### src/ptld_pkg.sv
`default_nettype none
package ptld_pkg;

  // widths of the datapath
  localparam int unsigned COORD_W = 24;
  localparam int unsigned DIFF_W  = 25;
  localparam int unsigned PROD_W  = 49;
  localparam int unsigned MAG_W   = 49;
  localparam int unsigned DSQ_W   = 48;
  localparam int unsigned NUM_W   = 98;
  localparam int unsigned RAD_W   = 64;
  localparam int unsigned ROOT_W  = 32;
  localparam int unsigned SREM_W  = 34;
  localparam int unsigned DIST_W  = 32;

  // one long-division step per cell, one root bit per cell
  localparam int unsigned NUM_DIV_CELLS  = NUM_W;
  localparam int unsigned NUM_SQRT_CELLS = ROOT_W;

  typedef struct packed {
    logic [DSQ_W-1:0] rem;
    logic [NUM_W-1:0] nq;
    logic [DSQ_W-1:0] den;
    logic             zero;
  } div_stage_t;

  typedef struct packed {
    logic [SREM_W-1:0] rem;
    logic [RAD_W-1:0]  rad;
    logic [ROOT_W-1:0] root;
    logic              zero;
  } sqrt_stage_t;

endpackage
`default_nettype wire

### src/ptld_sqrt_cell.sv
`default_nettype none
module ptld_sqrt_cell
  import ptld_pkg::*;
(
  input  wire logic       clk,
  input  wire logic       rst,
  input  wire logic       en,
  input  wire logic       in_v,
  input  sqrt_stage_t     in_d,
  output logic            out_v,
  output sqrt_stage_t     out_d
);

  logic [SREM_W+1:0] t;
  logic [SREM_W+1:0] trial;
  logic              ge;

  // one root bit: take two radicand bits, try root*4+1
  always_comb begin
    t     = {in_d.rem, in_d.rad[RAD_W-1:RAD_W-2]};
    trial = (SREM_W+2)'({in_d.root, 2'b01});
    ge    = (t >= trial);
  end

  always_ff @(posedge clk) begin
    if (rst) begin
      out_v <= 1'b0;
    end else if (en) begin
      out_v <= in_v;
    end
  end

  always_ff @(posedge clk) begin
    if (en) begin
      out_d.rem  <= ge ? SREM_W'(t - trial) : SREM_W'(t);
      out_d.rad  <= {in_d.rad[RAD_W-3:0], 2'b00};
      out_d.root <= {in_d.root[ROOT_W-2:0], ge};
      out_d.zero <= in_d.zero;
    end
  end

endmodule
`default_nettype wire

### config.mk
export PLATFORM = sky130hd
export DESIGN_NAME = ptld_sqrt_cell
export DESIGN_NICKNAME = d
export VERILOG_FILES = /design/src/ptld_pkg.sv /design/src/ptld_sqrt_cell.sv
export SDC_FILE = /design/constraint.sdc
export NUM_CORES = 1
export LEC_CHECK = 0
export ABC_AREA = 1
export BUFFER_PORTS_ARGS = -buffer_cell sky130_fd_sc_hd__buf_4
export CORE_ASPECT_RATIO = 1.75
export CORE_MARGIN = 5
export CORE_UTILIZATION = 40
export CTS_CLUSTER_DIAMETER = 60
export CTS_CLUSTER_SIZE = 24
export DETAILED_ROUTE_END_ITERATION = 7
export GPL_TIMING_DRIVEN = 0
export PLACE_DENSITY = 0.76
export SYNTH_ARGS = -nofsm -noshare
export SYNTH_HDL_FRONTEND = slang
export SYNTH_SLANG_ARGS = --single-unit
### constraint.sdc
create_clock -name clk -period 2.8 [get_ports clk]
set_input_delay 0.28 -clock clk [delete_from_list [all_inputs] [get_ports clk]]
set_output_delay 0.28 -clock clk [all_outputs]
set_load 0.01 [all_outputs]
==> metrics.txt <==
run status=finished clean; share of cells above drive strength 1=0.296; CTS Buffer Depth=2; synth unique cells=27; crit path capture type=flop; Mapped Area=6980 um2; via count=5958; main combinational cell family by area after synthesis=simple AND/OR/NAND/NOR gates; Max Freq=455 MHz; Max-Cap Viols=0; hold crit path type=in2reg; clk_skew=0 ns; R2R setup slack=2.19 ns; Synth warnings=0; critical path fanouts, max=4; via/cell ratio=4.56; Critical Path RT=2.97 ns; Post-CTS Setup Bufs=0; largest net degree at the start of global routing=100; Multi-input gate area=2490 um2; Detailed Route WL=21200 um; Total GRT Usage=0.203; maximum vdd drop=0.335 mV; final setup vio count=0; router iterations before antenna repair=4; Main synth FF type=edfxtp_1; Crit Reg-Reg Startpoint=out_v$_SDFFE_PP0P_; Final Max Slew Viols=0; Resized Gates After CTS=0; Num CTS Buffers=17; Synth Area in Compound Gates=0.0326; Leakage=4.94 nW; Min Hold Slack=0.0182 ns; Synth Instances=779; Yosys top cell by area=edfxtp_1; critical setup path kind=in2reg; vias in the first global route=5965; GP Congestion=0.917; final hold vios=0; Yosys top cell area share=0.555; crit path launch type=input port; pwr/cell area=591 nW/um2; initial antenna violation count=1; top cells by area, synth=edfxtp_1 55%, nand2_1 15%, inv_1 7.5%; ANT nets after route=0; multiplexer area fraction after synthesis=0.00143; width of the die=110 um; Reg clk slew, reported paths=0.06 ns; nets@finish=1233; CTS root buf=clkbuf_16; Synth Area in Simple Gates=0.238; number of synthesized flops with an enable pin=129; register area=3890 um2; fin crit share=0.784; clock sink count=130; RSZ-0062 raised after global routing=false; CTS tree=yes; Starting Density=0.402; Worst Path Arrival=2.37 ns; Relative slew margins=0.443; crit path launch=in_d[11]; DR WL/cell=16.2 um; capturing point of the worst reg2reg path=out_v$_SDFFE_PP0P_; row count=64; Hold-fix buffers, CTS=0; Synth Area in Adders=0.0609; asr flop ratio synth=0; Worst Tran Pin Value=0.827 ns; H-tree depth=4; Port Buf Inserts=264; 1st-iter DRT viols=231; Post-Synth XOR/XNOR Area=0.0226; sequential area share after synthesis=0.558; Setup TNS Final=0 ns; DIE HEIGHT=185 um; Filler cells=1581; Setup crit end=out_d[118]$_DFFE_PP_; Post-DP HPWL=17700 um; #FFs+latches synth=130; Synth Area per Inst=8.96 um2; Final Critical Period=2.20 ns; first-pass GRT wire length=30200 um; Remaining Overflow, GRT=0; CORE AREA=17400 um2; DRC=0; R2R cell count=2; # IOs=267; Die ar.=20300 um2; Area Growth Syn to Fin=41.1%; Clk Latency, worst-skew pair=0.42 ns
## kinds of logic after synthesis
family                     after synthesis
AOI/OAI and AO/OA                       42
xor gates and xnor gates                18
adders and majority gates               34
buffers and inverters                  148
DFF                                    130
muxes                                    1
other                                    1
and+or+nand+nor                        405
## power breakdown
| part | switching (mW) | internal (mW) |
|---|---|---|
| registers | 0.0519 | 2.37 |
| clock network | 0.839 | 1.30 |
| logic | 0.695 | 0.568 |
## worst max-delay path: stages
cell	delay, ns
buf_4	0.09
inv_1	0.03
ha_1	0.33
nand2_1	0.12
nor2_1	0.28
nand2_1	0.07
o21ai_0	0.67
nand2_1	0.19
nand2_1	0.11
nand2_1	0.05
nand3_1	0.08
nand2_1	0.06
## Yosys cell counts, types with 2 or more instances
| master | n |
|---|---|
| o21bai_1 | 4 |
| nand3b_1 | 4 |
| buf_4 | 5 |
| nand3_2 | 2 |
| ha_1 | 34 |
| xnor2_1 | 3 |
| xor2_1 | 15 |
| nor3_1 | 3 |
| edfxtp_1 | 129 |
| nand2_1 | 283 |
| o21ai_0 | 12 |
| a21oi_1 | 24 |
| and2_1 | 2 |
| a21oi_2 | 2 |
| buf_6 | 3 |
| nand3_1 | 38 |
| inv_1 | 139 |
| nor2_1 | 54 |
| nand2_2 | 5 |
| nand4_1 | 6 |
| nor2_2 | 6 |
## sequential cells by signal, summed over array words and instances, names as in the netlist
register  count
out_d       129
out_v         1
## metrics by stage
stage	power (mW)	util	std cells	instance area [um2]	worst slack (ns)
2_1_floorplan	3.08	-	780	6990	0.887
3_3_place_gp	3.72	0.533	1275	9260	0.144
3_5_place_dp	3.75	0.535	1276	9290	0.137
4_1_cts	5.89	0.567	1307	9850	0.578
5_1_grt	6.12	0.567	1308	9850	0.380
6_report	5.83	0.567	1308	9850	0.604
## layer usage
| layer | up-vias | wire, um | track usage |
|---|---|---|---|
| met3 | 31 | 1560 | 0.0481 |
| met2 | 202 | 12400 | 0.418 |
| met4 | 0 | 629 | 0.0919 |
| met1 | 2667 | 6570 | 0.172 |
| li1 | 3058 | - | - |
| met5 | - | 0 | 0 |
## worst min path at each step
stage | from | to | cells past startpoint
floorplan | rst | out_v$_SDFFE_PP0P_ | 1
detailed placement | rst | out_v$_SDFFE_PP0P_ | 2
finish | rst | out_v$_SDFFE_PP0P_ | 2
CTS | rst | out_v$_SDFFE_PP0P_ | 2
global placement | rst | out_v$_SDFFE_PP0P_ | 2
global route | rst | out_v$_SDFFE_PP0P_ | 2
## final cells by class
| type | count | share of cell area |
|---|---|---|
| clock inverters | 14 | 0.0140 |
| diodes | 1 | 0.000254 |
| inverters | 140 | 0.0536 |
| plain buffers | 8 | 0.00724 |
| repair buffers | 265 | 0.204 |
| well taps | 231 | 0.0293 |
| clock buffers | 17 | 0.0432 |
| flip-flops and latches | 130 | 0.395 |
| multi-input cells | 502 | 0.253 |
## layout by cell type, fill, tap and decap left out, types with 3 or more instances in the layout
cell | netlist | layout
clkbuf_16 | 0 | 17
clkinv_2 | 0 | 4
xor2_1 | 15 | 15
buf_4 | 5 | 268
ha_1 | 34 | 34
edfxtp_1 | 129 | 129
a21oi_1 | 24 | 24
xnor2_1 | 3 | 3
buf_6 | 3 | 4
o21bai_1 | 4 | 4
nand2_2 | 5 | 5
nor2_1 | 54 | 54
inv_1 | 139 | 139
nand3_1 | 38 | 38
nor2_2 | 6 | 6
nand3b_1 | 4 | 4
nor3_1 | 3 | 3
o21ai_0 | 12 | 12
nand2_1 | 283 | 283
nand4_1 | 6 | 6
(Power assumes the default switching activity.)
