`src/ptld_pkg.sv`:
```
`default_nettype none
package ptld_pkg;

  // widths of the datapath
  localparam int unsigned COORD_W = 24;
  localparam int unsigned DIFF_W  = 25;
  localparam int unsigned PROD_W  = 49;
  localparam int unsigned MAG_W   = 49;
  localparam int unsigned DSQ_W   = 48;
  localparam int unsigned NUM_W   = 98;
  localparam int unsigned RAD_W   = 64;
  localparam int unsigned ROOT_W  = 32;
  localparam int unsigned SREM_W  = 34;
  localparam int unsigned DIST_W  = 32;

  // one long-division step per cell, one root bit per cell
  localparam int unsigned NUM_DIV_CELLS  = NUM_W;
  localparam int unsigned NUM_SQRT_CELLS = ROOT_W;

  typedef struct packed {
    logic [DSQ_W-1:0] rem;
    logic [NUM_W-1:0] nq;
    logic [DSQ_W-1:0] den;
    logic             zero;
  } div_stage_t;

  typedef struct packed {
    logic [SREM_W-1:0] rem;
    logic [RAD_W-1:0]  rad;
    logic [ROOT_W-1:0] root;
    logic              zero;
  } sqrt_stage_t;

endpackage
`default_nettype wire

```
`src/ptld_div_cell.sv`:
```
`default_nettype none
module ptld_div_cell
  import ptld_pkg::*;
(
  input  wire logic       clk,
  input  wire logic       rst,
  input  wire logic       en,
  input  wire logic       in_v,
  input  div_stage_t      in_d,
  output logic            out_v,
  output div_stage_t      out_d
);

  logic [DSQ_W:0] t;
  logic           ge;

  // one restoring step: bring down the next numerator bit
  always_comb begin
    t  = {in_d.rem, in_d.nq[NUM_W-1]};
    ge = (t >= {1'b0, in_d.den});
  end

  always_ff @(posedge clk) begin
    if (rst) begin
      out_v <= 1'b0;
    end else if (en) begin
      out_v <= in_v;
    end
  end

  always_ff @(posedge clk) begin
    if (en) begin
      out_d.rem  <= ge ? DSQ_W'(t - {1'b0, in_d.den}) : DSQ_W'(t);
      out_d.nq   <= {in_d.nq[NUM_W-2:0], ge};
      out_d.den  <= in_d.den;
      out_d.zero <= in_d.zero;
    end
  end

endmodule
`default_nettype wire

```
`config.mk`:
```
export PLATFORM = sky130hd
export DESIGN_NAME = ptld_div_cell
export DESIGN_NICKNAME = d
export VERILOG_FILES = /design/src/ptld_pkg.sv /design/src/ptld_div_cell.sv
export SDC_FILE = /design/constraint.sdc
export NUM_CORES = 1
export LEC_CHECK = 0
export CORE_AREA = 5 5 149 151
export DETAILED_ROUTE_END_ITERATION = 10
export DIE_AREA = 0 0 154 156
export DONT_BUFFER_PORTS = 1
export PLACE_DENSITY_LB_ADDON = 0.08
export SYNTH_ARGS = -nofsm -noshare
export SYNTH_HDL_FRONTEND = slang
export SYNTH_SLANG_ARGS = --single-unit
```
`constraint.sdc`:
```
create_clock -name clk -period 8.4 [get_ports clk]
set_clock_uncertainty 0.15 [all_clocks]
set_input_delay 1.68 -clock clk [delete_from_list [all_inputs] [get_ports clk]]
set_output_delay 1.68 -clock clk [all_outputs]
set_load 0.05 [all_outputs]
```
==> results of run 1 <==
Yosys cell counts (3+ instances only):
cell / n / share of area
nor2b_1: 5 / 0.0033
o21ai_0: 23 / 0.012
nor3_1: 12 / 0.0063
a21oi_1: 81 / 0.042
edfxtp_1: 195 / 0.61
buf_2: 6 / 0.0031
nand3_1: 11 / 0.0058
o31ai_1: 5 / 0.0039
a211oi_1: 4 / 0.0031
inv_1: 60 / 0.024
clkbuf_1: 14 / 0.0055
and4_1: 3 / 0.0027
a21boi_0: 3 / 0.0024
o21a_1: 6 / 0.0047
buf_4: 5 / 0.0039
xnor2_1: 26 / 0.024
nand2_1: 32 / 0.013
o211ai_1: 4 / 0.0031
nand4_1: 12 / 0.0079
o21ai_1: 3 / 0.0016
and3_1: 5 / 0.0033
ha_1: 48 / 0.063
nor2_1: 59 / 0.023
a21o_1: 20 / 0.016
mux2_2: 14 / 0.016
o21bai_1: 12 / 0.0094
xor2_1: 15 / 0.014
where the power goes:
group	switching, uW	internal (uW)
Clock	421	412
Sequential	385	1200
Combinational	177	133
Total	983	1750
cell families (layout without fill, tap and decap cells):
logic type | count (synthesis) | in the layout | share of synthesized area
buffers and inverters | 87 | 94 | 0.0385
AND/OR/NAND/NOR | 161 | 161 | 0.0848
adder cells (fa/ha/maj) | 49 | 49 | 0.0649
flip-flops | 196 | 196 | 0.615
multiplexers | 16 | 16 | 0.0191
AO/OA/AOI/OAI | 196 | 196 | 0.141
XOR/XNOR | 41 | 41 | 0.0376
critical path, stage by stage:
cell and delay, ns:
inv_1 0.02, ha_1 0.42, nand2_1 0.13, or3_1 0.43
or4_1 0.43, o221ai_2 0.19, o21ai_1 0.16, o21ai_4 0.60
buf_4 0.44, mux2_2 0.38
registers in the layout, summed over array words and instances (netlist names):
signal	count
out_d	195
out_v	1
per-stage QoR:
| step | cells | setup slack, ns | total power, uW |
|---|---|---|---|
| 2_1_floorplan | 746 | 3.76 | 1830 |
| 3_3_place_gp | 996 | 3.14 | 1920 |
| 3_5_place_dp | 996 | 3.08 | 1920 |
| 4_1_cts | 1028 | 3.54 | 2760 |
| 5_1_grt | 1028 | 3.37 | 2840 |
| 6_report | 1028 | 3.52 | 2730 |
routing by layer:
metal  vias to the layer above  global-route usage  part of all wire
li1                       2772                   -                 -
met1                      2857               0.223              0.36
met2                       292               0.362              0.52
met3                        23              0.0860              0.10
met4                         0              0.0542             0.014
met5                         -                   0                 0
worst min path at each step:
stage,from,to,slack [ns],cells past startpoint
floorplan,out_v,out_v,0.58,2
global placement,out_v,out_v,0.61,2
detailed placement,out_v,out_v,0.62,2
CTS,out_v,out_v,0.63,2
global route,out_v,out_v,0.67,2
finish,out_v,out_v,0.64,2
final cells by class:
cell class	count	area share
multi-input combinational	463	0.320
tap	275	0.0331
clock buffer	17	0.0409
sequential	196	0.565
inverter	60	0.0216
clock inverter	15	0.0188
timing repair buffer	2	0.00144
cell usage in the layout, fill, tap and decap left out, drive strengths merged, types with 4 or more instances in the layout:
master / instances
o31ai: 7
o21bai: 12
a21oi: 83
o21a: 7
mux2: 15
nand4: 12
edfxtp: 195
inv: 69
nor2: 59
clkinv: 6
nor2b: 6
a211oi: 5
nand3: 11
xor2: 15
nor3: 13
and4: 4
ha: 48
and3: 6
o21ai: 27
clkbuf: 17
a21o: 21
nand2: 32
o211ai: 4
xnor2: 26
==> flow_summary.yaml, run 1 <==
setup_path:
  setup.worst_path.end_class: "register"
  worstSetupEndpoint: "out_d[159]"
  setup.worst_path.class: "in2reg"
  startpoint: "in_d[17]"
  reg2regPathDepth: 2
  r2r-end: "out_v"
  crit_path_start_kind: "primary input"
  required_ns: 8.44
  r2r_setup_slack_ns: 7.29
  r2r_start: "out_v"
  cp_max_fo: 31
  critPathArrivalTime_ns: 4.91
clock_network:
  cts_sinks: 196
  insertion_delay_ns: 0.43
  clockBufferDepth: 2
  path_clk_slew_ns: 0.08
  cts_tree: "done"
  htree_levels: 4
  cts_setup_buffers: 0
  root_buffer: "clkbuf_16"
  ctsHoldBuffers: 0
  numCtsBuffers: 17
  cts-resized-gates: 0
layout:
  syn_to_final_growth_pct: 8.83
  utilization: 0.503
  fillerInstances: 1852
  final_layout_size_suffix_gt1_frac: 0.0983
  n_antenna_cell: 0
  final_cell_area_sq_mm: 0.0104
  seqCellArea_sq_mm: 0.00588
  multi_input_area_sq_mm: 0.00332
  final_nets: 988
sta:
  fmax_mhz: 205
  period_needed_ns: 4.88
  rsz0062_at_grt: "no"
  worst_slew_pin_slew_ns: 0.676
  whs_ns: 0.635
  setup_viol: 0
  post-route-period-util: 0.580
  hold_viol: 0
  final.setup.tns_ns: 0
  drv_slew: 0
  slew_headroom: 0.548
logic_synthesis:
  ys.flop_type: "edfxtp_1"
  ys_seq_elements: 196
  synth_cells: 746
  synth-seq-area-share: 0.615
  syn_area_sq_mm: 0.00956
  yosys_warnings: 0
  ys_async_sr_fraction: 0
  synth-edff-count: 195
  avgSynthCellArea_sq_um: 12.8
  synth_cell_types: 78
  syn-num-nets: 994
flow_run:
  drv_cap: 0
drt:
  ant_nets: 0
  routed_wl_microns: 25700
  viasPerCell: 5.78
  drcViolationCount: 0
  drt-initial-drc-count: 523
  dr.pass1.iters: 5
  vias: 5944
  wire_per_inst_microns: 25.0
floorplanning:
  initial_core_util: 0.462
  core_area_sq_mm: 0.0207
  die_w_microns: 154
  die_h_microns: 156
  fp.dieArea_sq_mm: 0.0240
  io_pins: 395
  num_rows: 53
grt:
  grt_usage: 0.203
  grt_pass1_wl_microns: 36900
  grt_overflow: 0
  grt_pass1_vias: 5932
  grt_start_max_net_pins: 197
  antenna_found_initial: 0
hold_path:
  hold_path_class: "reg2reg"
status:
  status: "finished, final reports clean"
pwr:
  irDropWorstVdd_mv: 0.110
  p_leak_uw: 0.00394
  power_density_mw_per_mm2: 262
placement:
  post-dp-hpwl_microns: 20100
  dpl_cell_area_sq_mm: 0.00978
  numPortBuffers: 0
  routabilityCongestion: 0.896
No activity file was read; power rests on OpenSTA's default activity.
==> inputs of run 2 (changes only) <==
==> constraint.sdc (replaced) <==
create_clock -name clk -period 4.55 [get_ports clk]
set_clock_uncertainty 0.15 [all_clocks]
set_input_delay 0.91 -clock clk [delete_from_list [all_inputs] [get_ports clk]]
set_output_delay 0.91 -clock clk [all_outputs]
set_load 0.05 [all_outputs]
==> run 2 against run 1 <==
Effect of this change:
- worst hold slack worse by 0.25 ns
- final area rose by 0.36%
- critical path type unchanged
- utilization grew 0.18 points
- flip-flop and latch count is the same
- non-clock buffer count up 2
- sequential share of layout area is 0.20 points lower
- routed wire length is 2.0% higher
- highest routed layer unchanged
==> flow_summary.yaml, run 2 (synthesis gave the netlist of run 1 again) <==
clock_network:
  root_buffer: "clkbuf_16"
  cts_tree: "done"
  clockBufferDepth: 2
  cts-resized-gates: 0
  cts_setup_buffers: 0
  ctsHoldBuffers: 0
  path_clk_slew_ns: 0.08
  numCtsBuffers: 17
  htree_levels: 4
  cts_sinks: 196
  insertion_delay_ns: 0.44
pwr:
  irDropWorstVdd_mv: 0.230
  p_leak_uw: 0.00396
  power_density_mw_per_mm2: 485
sta:
  setup_viol: 0
  worst_slew_pin_slew_ns: 0.563
  slew_headroom: 0.625
  post-route-period-util: 0.827
  fmax_mhz: 266
  hold_viol: 0
  rsz0062_at_grt: "no"
  final.setup.tns_ns: 0
  period_needed_ns: 3.76
  drv_slew: 0
drt:
  ant_nets: 0
  drcViolationCount: 0
  routed_wl_microns: 26200
  drt-initial-drc-count: 490
  viasPerCell: 5.78
  vias: 5951
  wire_per_inst_microns: 25.4
  dr.pass1.iters: 5
layout:
  mostFrequentLayoutCells: "edfxtp_1, a21oi_1, inv_1"
  utilization: 0.505
  n_antenna_cell: 0
  fillerInstances: 1855
  syn_to_final_growth_pct: 9.23
  final_nets: 990
  final_layout_size_suffix_gt1_frac: 0.101
  mostFrequentLayoutCell: "edfxtp_1"
  largest_register_ffs: 195
  top_register: "out_d"
  reg.largest.list: "out_d: 195 flops, out_v: 1 flops"
floorplanning:
  initial_core_util: 0.462
  num_rows: 53
  die_w_microns: 154
  die_h_microns: 156
  io_pins: 395
  core_area_sq_mm: 0.0207
  fp.dieArea_sq_mm: 0.0240
setup_path:
  crit_path_start_kind: "primary input"
  cp_max_fo: 6
  setup.worst_path.class: "in2reg"
  critPathArrivalTime_ns: 3.80
  required_ns: 4.59
  setup.worst_path.end_class: "register"
  crit_path_top_delay_cell: "fa_1"
  slowest_delay_ns: 0.45
  crit_chain: "inv_1 -> ha_1 -> fa_1 -> nor2b_4 -> o31a_4 -> nor4_2 -> o31ai_4 -> a21oi_4 -> o31ai_1 -> a21oi_1 -> o31ai_1 -> xor2_1 -> mux2_2"
  path_common_cell: "o31ai_1"
grt:
  grt_pass1_wl_microns: 37800
  grt_start_max_net_pins: 197
  grt_usage: 0.208
  grt_overflow: 0
  grt_pass1_vias: 5980
  antenna_found_initial: 0
hold_path:
  hold_path_class: "in2reg"
placement:
  post-dp-hpwl_microns: 20600
  numPortBuffers: 0
  routabilityCongestion: 0.882
status:
  status: "finished, final reports clean"
flow_run:
  drv_cap: 0
run 2: layer usage:
layer  wire length (microns)  track usage  part of all wire  up-vias
li1                        -            -                 -     2773
met1                    9550        0.233              0.37     2851
met2                   13800        0.375              0.53      306
met3                    2440       0.0829             0.093       21
met4                     363       0.0463             0.014        0
met5                       0            0                 0        -
run 2: layout make-up:
| type | instances | area, sq um | share of cell area |
|---|---|---|---|
| sequential | 196 | 5880 | 0.563 |
| multi-input combinational | 463 | 3320 | 0.318 |
| clock buffer | 17 | 425 | 0.0407 |
| tap | 275 | 344 | 0.0329 |
| inverter | 60 | 225 | 0.0216 |
| clock inverter | 15 | 193 | 0.0185 |
| timing repair buffer | 4 | 55.1 | 0.00527 |
run 2: critical path, delay by kind of cell:
family,cells,cell delay (ns)
xor gates and xnor gates,1,0.10
AOI/OAI and AO/OA,6,1.62
and+or+nand+nor,2,0.20
adders and majority gates,2,0.67
buffers and inverters,1,0.02
muxes,1,0.27
run 2: power by group:
part           internal, uW  switching, uW  total, uW  leakage (uW)
sequential             2220            711       2930       0.00192
clock                   762            789       1550      0.000302
combinational           251            334        585       0.00174
run 2: stage by stage:
step | std cells | total power [uW] | setup WS (ns) | area [sq um] | hold WS (ns)
2_1_floorplan | 746 | 3380 | 0.685 | 9560 | 0.583
3_3_place_gp | 998 | 3560 | 0.462 | 9820 | 0.605
3_5_place_dp | 998 | 3560 | 0.367 | 9820 | 0.609
4_1_cts | 1030 | 5110 | 0.818 | 10400 | 0.366
5_1_grt | 1030 | 5260 | 0.584 | 10400 | 0.363
6_report | 1030 | 5070 | 0.787 | 10400 | 0.381
run 2: path summary, 6_finish.rpt:
check	from	to	slack [ns]	cells past startpoint
min	rst	out_v	0.38	1
min reg2reg	out_v	out_v	0.63	2
max	in_d[146]	out_d[191]	0.79	13
max reg2reg	out_v	out_v	3.46	2
